### src/rtl/tmps_pkg.sv
// ============================================================================
// tmps_pkg
// Shared types and constants for the number triangle path sum core.
// ============================================================================
`default_nettype none

package tmps_pkg;

    // result field widths
    localparam int COL_W       = 4;
    localparam int OUT_VALUE_W = 8;
    localparam int TOTAL_W     = 12;

    // row count register
    localparam int ROWS_REG_W = 4;
    localparam logic [ROWS_REG_W-1:0] ROWS_RESET = 4'd10;

    // apb register file
    localparam int APB_AW = 3;
    localparam int APB_DW = 32;
    localparam logic REG_ROWS_IN_USE = 1'b0;

    // sequencer states
    typedef enum logic [3:0] {
        S_IDLE,
        S_INIT_RD,
        S_INIT_WR,
        S_LEFT,
        S_LOADL,
        S_RD,
        S_CALC,
        S_TR_RD,
        S_TR_OUT
    } tmps_state_t;

endpackage

`default_nettype wire

### src/rtl/triangle_max_path_sum_core.sv
// ============================================================================
// triangle_max_path_sum_core
// Loads a number triangle one cell per request, solves the maximum path sum
// bottom-up with one shared add/compare unit, then emits the best path.
// ============================================================================
// Loading takes one cell per request; busy stays low until the marked cell.
// The solve and path walk keep busy high; path results come out apex first.
// An early marked cell gives one error result the cycle after it, busy stays low.
// Each solve and path step has a read state before its update state, for the registered memory reads.
// Reset clears the sequencer, load count and result strobe; rows_in_use resets to 10.
`default_nettype none

module triangle_max_path_sum_core
    import tmps_pkg::*;
#(
    parameter int ROWS       = 10,
    parameter int VALUE_BITS = 8
)
(
    input  wire logic                   clk,
    input  wire logic                   rst_n,
    // request channel
    input  wire logic                   start,
    output logic                        busy,
    input  wire logic [VALUE_BITS-1:0]  cell_value,
    input  wire logic                   last_cell,
    // result channel
    output logic                        result_strobe,
    output logic [COL_W-1:0]            path_column,
    output logic [OUT_VALUE_W-1:0]      path_value,
    output logic [TOTAL_W-1:0]          best_total,
    output logic                        error,
    output logic                        last_result,
    // apb configuration port
    input  wire logic                   psel,
    input  wire logic                   penable,
    input  wire logic                   pwrite,
    input  wire logic [APB_AW-1:0]      paddr,
    input  wire logic [APB_DW-1:0]      pwdata,
    output logic [APB_DW-1:0]           prdata,
    output logic                        pready
);

    localparam int CELLS  = ROWS * (ROWS + 1) / 2;
    localparam int CA     = (CELLS > 1) ? $clog2(CELLS) : 1;
    localparam int CNT_W  = $clog2(CELLS + 1);
    localparam int CW     = (CNT_W > 8) ? CNT_W : 8;
    localparam int SA     = (ROWS > 1) ? $clog2(ROWS) : 1;
    localparam int IW     = (SA > ROWS_REG_W) ? SA : ROWS_REG_W;
    localparam int SUM_W  = VALUE_BITS + ROWS_REG_W;

    // storage
    logic [VALUE_BITS-1:0] cell_mem   [CELLS];
    logic                  choice_mem [CELLS];
    logic [SUM_W-1:0]      sum_mem    [ROWS];

    // registers
    tmps_state_t            state_reg, state_next;
    logic [ROWS_REG_W-1:0]  rows_in_use_reg, rows_in_use_next;
    logic [CNT_W-1:0]       load_count_reg, load_count_next;
    logic [ROWS_REG_W-1:0]  n_reg, n_next;
    logic [IW-1:0]          row_reg, row_next;
    logic [IW-1:0]          col_reg, col_next;
    logic [CA-1:0]          base_reg, base_next;
    logic [SUM_W-1:0]       left_reg, left_next;
    logic [SUM_W-1:0]       total_reg, total_next;
    logic                   res_strobe_reg, res_strobe_next;
    logic [COL_W-1:0]       res_col_reg, res_col_next;
    logic [OUT_VALUE_W-1:0] res_value_reg, res_value_next;
    logic [TOTAL_W-1:0]     res_total_reg, res_total_next;
    logic                   res_error_reg, res_error_next;
    logic                   res_last_reg, res_last_next;

    // memory read data
    logic [VALUE_BITS-1:0]  cell_rd_reg;
    logic                   choice_rd_reg;
    logic [SUM_W-1:0]       sum_rd_reg;

    // control decode
    logic                   accept;
    logic                   cfg_write;
    logic [ROWS_REG_W-1:0]  n_eff;
    logic [7:0]             needed;
    logic                   store_cell;
    logic [CW-1:0]          count_after;
    logic                   complete;
    logic                   col_at_row;
    logic                   row_zero;
    logic                   trace_last;
    logic [CA-1:0]          cell_addr;
    logic [SA-1:0]          sum_raddr;
    logic                   sum_we;
    logic [SUM_W-1:0]       sum_wdata;
    logic                   pick_right;
    logic [SUM_W-1:0]       best_child;
    logic [SUM_W-1:0]       cell_ext;
    logic [SUM_W-1:0]       node_sum;
    logic [VALUE_BITS+OUT_VALUE_W-1:0] value_ext;
    logic [SUM_W+TOTAL_W-1:0]          total_ext;
    logic [7:0]             n_prod;

    assign accept    = start && (state_reg == S_IDLE);
    assign cfg_write = psel && penable && pwrite && pready
                       && (paddr[2] == REG_ROWS_IN_USE);

    // effective row count, clamped to 1..ROWS
    always_comb
    begin
        priority if (rows_in_use_reg == '0)
            n_eff = ROWS_REG_W'(1);
        else if (32'(rows_in_use_reg) > ROWS)
            n_eff = ROWS_REG_W'(ROWS);
        else
            n_eff = rows_in_use_reg;
    end

    // cells needed for a full triangle
    assign n_prod      = 8'(n_eff) * (8'(n_eff) + 8'd1);
    assign needed      = n_prod >> 1;
    assign store_cell  = CW'(load_count_reg) < CW'(needed);
    assign count_after = CW'(load_count_reg) + CW'(store_cell);
    assign complete    = count_after >= CW'(needed);

    // loop position decode
    assign col_at_row = (col_reg == row_reg);
    assign row_zero   = (row_reg == '0);
    assign trace_last = (row_reg == IW'(n_reg) - IW'(1));

    // memory addressing
    assign cell_addr = base_reg + CA'(col_reg);
    assign sum_raddr = col_reg[SA-1:0] + SA'(state_reg == S_RD);

    // shared add/compare unit
    assign pick_right = !(left_reg >= sum_rd_reg);
    assign best_child = pick_right ? sum_rd_reg : left_reg;
    assign cell_ext   = SUM_W'(cell_rd_reg);
    assign node_sum   = cell_ext + best_child;

    // row-sum write port
    assign sum_we    = (state_reg == S_INIT_WR) || (state_reg == S_CALC);
    assign sum_wdata = (state_reg == S_CALC) ? node_sum : cell_ext;

    // output field extension
    assign value_ext = {{OUT_VALUE_W{1'b0}}, cell_rd_reg};
    assign total_ext = {{TOTAL_W{1'b0}}, total_reg};

    // cell memory
    always_ff @(posedge clk)
    begin
        if (accept && store_cell)
        begin
            cell_mem[load_count_reg[CA-1:0]] <= cell_value;
        end
        cell_rd_reg <= cell_mem[cell_addr];
    end

    // choice memory
    always_ff @(posedge clk)
    begin
        if (state_reg == S_CALC)
        begin
            choice_mem[cell_addr] <= pick_right;
        end
        choice_rd_reg <= choice_mem[cell_addr];
    end

    // row-sum memory
    always_ff @(posedge clk)
    begin
        if (sum_we)
        begin
            sum_mem[col_reg[SA-1:0]] <= sum_wdata;
        end
        sum_rd_reg <= sum_mem[sum_raddr];
    end

    // next state
    always_comb
    begin
        state_next = state_reg;
        unique case (state_reg)
            S_IDLE:
            begin
                if (accept && last_cell && complete)
                    state_next = S_INIT_RD;
            end
            S_INIT_RD:
                state_next = S_INIT_WR;
            S_INIT_WR:
            begin
                if (col_at_row)
                    state_next = row_zero ? S_TR_RD : S_LEFT;
                else
                    state_next = S_INIT_RD;
            end
            S_LEFT:
                state_next = S_LOADL;
            S_LOADL:
                state_next = S_RD;
            S_RD:
                state_next = S_CALC;
            S_CALC:
            begin
                if (col_at_row)
                    state_next = row_zero ? S_TR_RD : S_LEFT;
                else
                    state_next = S_RD;
            end
            S_TR_RD:
                state_next = S_TR_OUT;
            S_TR_OUT:
                state_next = trace_last ? S_IDLE : S_TR_RD;
            default:
                state_next = S_IDLE;
        endcase
    end

    // datapath and result updates
    always_comb
    begin
        rows_in_use_next = rows_in_use_reg;
        load_count_next  = load_count_reg;
        n_next           = n_reg;
        row_next         = row_reg;
        col_next         = col_reg;
        base_next        = base_reg;
        left_next        = left_reg;
        total_next       = total_reg;
        res_strobe_next  = 1'b0;
        res_col_next     = res_col_reg;
        res_value_next   = res_value_reg;
        res_total_next   = res_total_reg;
        res_error_next   = res_error_reg;
        res_last_next    = res_last_reg;

        if (cfg_write)
            rows_in_use_next = pwdata[ROWS_REG_W-1:0];

        unique case (state_reg)
            S_IDLE:
            begin
                if (accept)
                begin
                    if (store_cell)
                        load_count_next = load_count_reg + CNT_W'(1);
                    if (last_cell)
                    begin
                        load_count_next = '0;
                        if (complete)
                        begin
                            // start at the bottom row
                            n_next    = n_eff;
                            row_next  = IW'(n_eff) - IW'(1);
                            col_next  = '0;
                            base_next = CA'(needed - 8'(n_eff));
                        end
                        else
                        begin
                            // early last: single error result
                            res_strobe_next = 1'b1;
                            res_col_next    = '0;
                            res_value_next  = '0;
                            res_total_next  = '0;
                            res_error_next  = 1'b1;
                            res_last_next   = 1'b1;
                        end
                    end
                end
            end
            S_INIT_WR:
            begin
                if (col_at_row)
                begin
                    col_next = '0;
                    if (row_zero)
                    begin
                        total_next = cell_ext;
                    end
                    else
                    begin
                        base_next = base_reg - CA'(row_reg);
                        row_next  = row_reg - IW'(1);
                    end
                end
                else
                begin
                    col_next = col_reg + IW'(1);
                end
            end
            S_LOADL:
                left_next = sum_rd_reg;
            S_CALC:
            begin
                // right sum of this cell is the left sum of the next one
                left_next = sum_rd_reg;
                if (col_at_row)
                begin
                    col_next = '0;
                    if (row_zero)
                    begin
                        total_next = node_sum;
                    end
                    else
                    begin
                        base_next = base_reg - CA'(row_reg);
                        row_next  = row_reg - IW'(1);
                    end
                end
                else
                begin
                    col_next = col_reg + IW'(1);
                end
            end
            S_TR_OUT:
            begin
                res_strobe_next = 1'b1;
                res_col_next    = COL_W'(col_reg + IW'(1));
                res_value_next  = value_ext[OUT_VALUE_W-1:0];
                res_total_next  = total_ext[TOTAL_W-1:0];
                res_error_next  = 1'b0;
                res_last_next   = trace_last;
                // step down to the chosen child
                col_next  = col_reg + IW'(choice_rd_reg);
                base_next = base_reg + CA'(row_reg) + CA'(1);
                row_next  = row_reg + IW'(1);
            end
            default:
            begin
            end
        endcase
    end

    // control registers
    always_ff @(posedge clk or negedge rst_n)
    begin
        if (!rst_n)
        begin
            state_reg       <= S_IDLE;
            rows_in_use_reg <= ROWS_RESET;
            load_count_reg  <= '0;
            res_strobe_reg  <= 1'b0;
        end
        else
        begin
            state_reg       <= state_next;
            rows_in_use_reg <= rows_in_use_next;
            load_count_reg  <= load_count_next;
            res_strobe_reg  <= res_strobe_next;
        end
    end

    // payload registers
    always_ff @(posedge clk)
    begin
        n_reg         <= n_next;
        row_reg       <= row_next;
        col_reg       <= col_next;
        base_reg      <= base_next;
        left_reg      <= left_next;
        total_reg     <= total_next;
        res_col_reg   <= res_col_next;
        res_value_reg <= res_value_next;
        res_total_reg <= res_total_next;
        res_error_reg <= res_error_next;
        res_last_reg  <= res_last_next;
    end

    // ports
    assign busy          = (state_reg != S_IDLE);
    assign result_strobe = res_strobe_reg;
    assign path_column   = res_col_reg;
    assign path_value    = res_value_reg;
    assign best_total    = res_total_reg;
    assign error         = res_error_reg;
    assign last_result   = res_last_reg;
    assign pready        = 1'b1;
    assign prdata        = (paddr[2] == REG_ROWS_IN_USE)
                           ? {{(APB_DW-ROWS_REG_W){1'b0}}, rows_in_use_reg}
                           : '0;

endmodule

`default_nettype wire

### config.mk
export PLATFORM = sky130hd
export DESIGN_NAME = triangle_max_path_sum_core
export DESIGN_NICKNAME = d
export VERILOG_FILES = /design/src/rtl/tmps_pkg.sv /design/src/rtl/triangle_max_path_sum_core.sv
export SDC_FILE = /design/constraint.sdc
export NUM_CORES = 1
export LEC_CHECK = 0
export BUFFER_PORTS_ARGS = -buffer_cell sky130_fd_sc_hd__buf_2
export CELL_PAD_IN_SITES_DETAIL_PLACEMENT = 0
export CELL_PAD_IN_SITES_GLOBAL_PLACEMENT = 1
export CORE_ASPECT_RATIO = 0.7
export CORE_MARGIN = 2
export CORE_UTILIZATION = 47
export CTS_BUF_LIST = sky130_fd_sc_hd__clkbuf_4
export CTS_CLUSTER_DIAMETER = 100
export CTS_CLUSTER_SIZE = 40
export DETAILED_ROUTE_END_ITERATION = 10
export PLACE_DENSITY = 0.79
export RECOVER_POWER = 25
export SLEW_MARGIN = 5
export SYNTH_ARGS = -nofsm -noshare
export SYNTH_HDL_FRONTEND = slang
export SYNTH_SLANG_ARGS = --single-unit
### constraint.sdc
create_clock -name clk -period 7.24 [get_ports clk]
set_input_delay 0.724 -clock clk [delete_from_list [all_inputs] [get_ports clk]]
set_output_delay 0.724 -clock clk [all_outputs]
set_load 0.03 [all_outputs]
==> implementation parameters <==
Parameter                              Value

GRT
  Largest net degree at the start of global routing ... 121
  Aggregate global-route resource usage ... 0.197
  Initial antenna violation count ... 3
  Number of global-route vias before repair ... 16,200
  Wire length of the first global-routing pass ... approximately 100,000 microns
  Total overflow reported by the global router ... 0

Timing
  Measured slew at the worst slew-check pin ... 2700 ps
  Highest clock frequency the design can meet ... approximately 0.15 GHz
  Final critical path time including I/O delays and setup ... 6870 ps
  Final Hold Violating Endpoints ... 0
  Final worst clock skew ... between 100 and 150 ps
  Setup repair after global routing missed its margin ... false
  Worst setup margin ... 369 ps
  Final-report setup violation count ... 0
  Relative slew slack ... -0.799
  Portion of the clock cycle consumed by the worst path in the final layout ... 0.949
  Pins over their slew limit ... 448

Critical path
  Largest fanout on the critical path ... 6
  Register-to-register path setup slack ... 370 ps
  Startpoint Class ... register
  Destination of the worst register-to-register timing path ... error
  Worst endpoint data arrival time ... roughly 7600 ps
  Worst reg2reg startpoint ... rows_in_use_reg[3]
  Data required time of the worst path ... approximately 8000 ps
  Stage delay of the slowest cell on the critical path ... 650 ps
  Classification of the worst setup path ... reg -> reg
  Critical-path top delay cell ... dfstp_2
  Reg2reg path depth ... 29
  Endpoint kind of the worst setup timing path ... register

Place
  Weighted congestion reported at the end of routability-driven placement ... 0.803
  Port Buffer Count ... 51
  Post-detail-place hpwl ... 44,200 microns
  Post-placement setup slack ... -7.47 ps

Final layout
  Area delta synth->final ... 6.37%
  Fraction of final layout cells sized beyond drive strength 1 ... 0.166
  Net total in the final layout ... 2,150
  Flip-flop count of the largest register after layout ... 440

Clock network
  Clock Pin Slew Worst Setup and Hold Paths ... approximately 360 ps
  Cell chosen for the clock root ... clkbuf_4
  Num CTS Buffers ... 22
  Sinks on Clock Net ... 719
  H-tree level count ... 1
  Maximum clock path buffer count ... 3
  CTS tree ... yes
  Latest clock arrival within the worst-skew pair ... 980 ps

Floorplanning
  Core outline area ... 0.0661 sq mm
  Floorplan die height ... 220 microns
  Number of I/O pins ... 111
  Num rows ... 79
  Initial Util ... 0.472
  Chip width ... 312 microns
  Full die area ... 0.0686 sq mm

Worst hold path
  Hold path start ... pwdata[1]
  Hold path cells ... 2
  Worst Hold Path EP ... rows_in_use_reg[1]
  Class of the worst hold path ... in -> reg

Run status
  Violated checks ... max-capacitance violations, max-slew violations
  Result of the run ... finished, violations left

Power and ir drop
  Clock power frac ... 0.137
  Power share of the sequential group ... 0.506
  Sw Share ... 0.349
  Peak supply drop ... 0.248 mV
  Power per cell area ... 300 mW/mm^2
  Final Power ... 9.97 mW
  Portion of total power attributed to combinational logic ... 0.357
  Switching power summed over all nets ... 3.48 mW
  Leak pwr ... 11.3 nW
  Internal power of the cells ... 6.49 mW

Logic synthesis
  Flip-flop and latch count after synthesis ... roughly 720
  Yosys warning count ... 0
  Mapped Cells ... 1,949
  Number of library cell types mapped by synthesis ... 81
  Main synth FF type ... edfxtp_1
  Most common cell in the synthesized netlist ... edfxtp_1
  Post-synth EDFFs ... 683
  Share of synthesized registers carrying an async set or reset ... 0.0209
  Most instantiated cells after synthesis ... edfxtp_1 (683), mux4_2 (112), nor2_1 (106)
  Avg Inst Size Synth ... 16.0 sq um
  Post-synth top area cell ... edfxtp_1
  Area of the mapped netlist ... 0.0312 sq mm
  Largest cells by area after synthesis ... edfxtp_1 (66%), mux4_2 (8.1%), mux2i_1 (3.3%)
  Sequential cell area fraction in the yosys report ... 0.682
  Portion of synthesized cell area occupied by the leading cell type ... 0.657

Job
  # Max-Cap Violations ... 8

Drt
  Iteration-0 DRC Markers ... approximately 2,200
  Vias per Instance ... between 5 and 6
  Residual DRC ... 0
  Routed WL ... 68,700 microns
  Routed WL per cell ... between 20 and 25 microns
  Antenna Violating Nets Remaining ... 0
  Number of detailed-routing iterations run before antenna repair ... 5
  Total number of vias ... 17,100
-- worst max-delay path: cells and delay by family, from the launching register on --
kind,cells,cell delay [ps]
fa+ha+maj,9,3130
buf+inv,6,600
compound gates,10,1850
simple gates,4,420
flops,1,650
-- what timing repair did --
item / 4_1_cts / 5_1_grt
hold buffers: 4 / 0
hold endpoints to repair: 17 / 0
gates resized for setup: 1 / 17
buffers inserted: 0 / 5
cloned: 0 / 4
endpoints found under the setup margin: 36 / 45
pin swaps: 0 / 9
-- cell families (layout without fill, tap and decap cells) --
family	count (synthesis)	after routing	synth area share
flops	719	719	0.682
xor+xnor	43	43	0.0121
compound gates	281	281	0.0583
fa+ha+maj	87	87	0.0374
buf+inv	189	240	0.0301
mux	222	222	0.116
other cells	2	34	0.000240
simple gates	406	406	0.0632
-- cells in the final DEF (no fill, tap or decap), types with 20 or more instances in the layout --
cell | netlist | final
buf_4 | 42 | 85
nor3_1 | 66 | 64
inv_1 | 51 | 48
dfxtp_1 | 21 | 21
a21oi_1 | 77 | 76
and3_1 | 29 | 29
nand2_1 | 96 | 96
xnor2_1 | 26 | 25
nand3_1 | 20 | 20
o21ai_0 | 41 | 40
a211oi_1 | 21 | 21
o22ai_1 | 43 | 43
nor2b_1 | 24 | 24
clkbuf_4 | 0 | 37
mux2i_1 | 103 | 103
buf_2 | 28 | 42
edfxtp_1 | 683 | 683
ha_1 | 75 | 71
nor2_1 | 106 | 105
mux4_2 | 112 | 112
conb_1 | 2 | 32
-- worst max path at each step --
stage                               end  cells past startpoint          startpoint  slack, ps
after floorplan           best_total[0]                     29  rows_in_use_reg[3]        230
after global placement    path_value[1]                     29  rows_in_use_reg[3]         80
after detailed placement    base_reg[2]                     31  rows_in_use_reg[1]         -7
after CTS                   base_reg[1]                     31  rows_in_use_reg[3]         10
after global routing              error                     29  rows_in_use_reg[3]         40
final                             error                     29  rows_in_use_reg[3]        370
-- cell type report --
type	count	area (sq um)
fillers	5388	32900
well taps	891	1110
repair buffers	147	1050
inverters	53	203
clock inverters	3	45.0
flip-flops and latches	719	21300
clock buffers	37	278
multi-input cells	1071	9220
diodes	2	5.00
-- power by group through the flow --
| stage | Sequential [mW] | Combinational [mW] | Clock, mW |
|---|---|---|---|
| after detailed placement | 5.13 | 3.45 | 0 |
| after global placement | 5.12 | 3.37 | 0 |
| after global routing | 5.07 | 3.86 | 1.51 |
| after CTS | 5.04 | 3.46 | 1.39 |
| final | 5.05 | 3.55 | 1.37 |
| after floorplan | 5.10 | 2.44 | 0 |
-- layer usage --
metal  vias up  part of all wire  GRT usage  wire length [microns]
met4         4             0.018     0.0351                   1250
met3        77             0.082     0.0327                   5670
li1       7611                 -          -                      -
met2       632              0.43      0.290                  29900
met1      8736              0.46      0.311                  31900
met5         -           0.00049          0                     34
-- through the flow --
step | utilization | TNS, ps | hold WS [ps] | std cells | instance area, sq um
after floorplan | - | 0 | 408 | 1979 | 31300
after global placement | 0.494 | 0 | 423 | 2868 | 32700
after CTS | 0.500 | 0 | 22.1 | 2912 | 33100
after global routing | 0.502 | 0 | 34.8 | 2923 | 33200
final | 0.502 | 0 | 64.8 | 2923 | 33200
after detailed placement | 0.494 | -81.9 | 429 | 2868 | 32700
No activity file was read; power rests on OpenSTA's default activity.
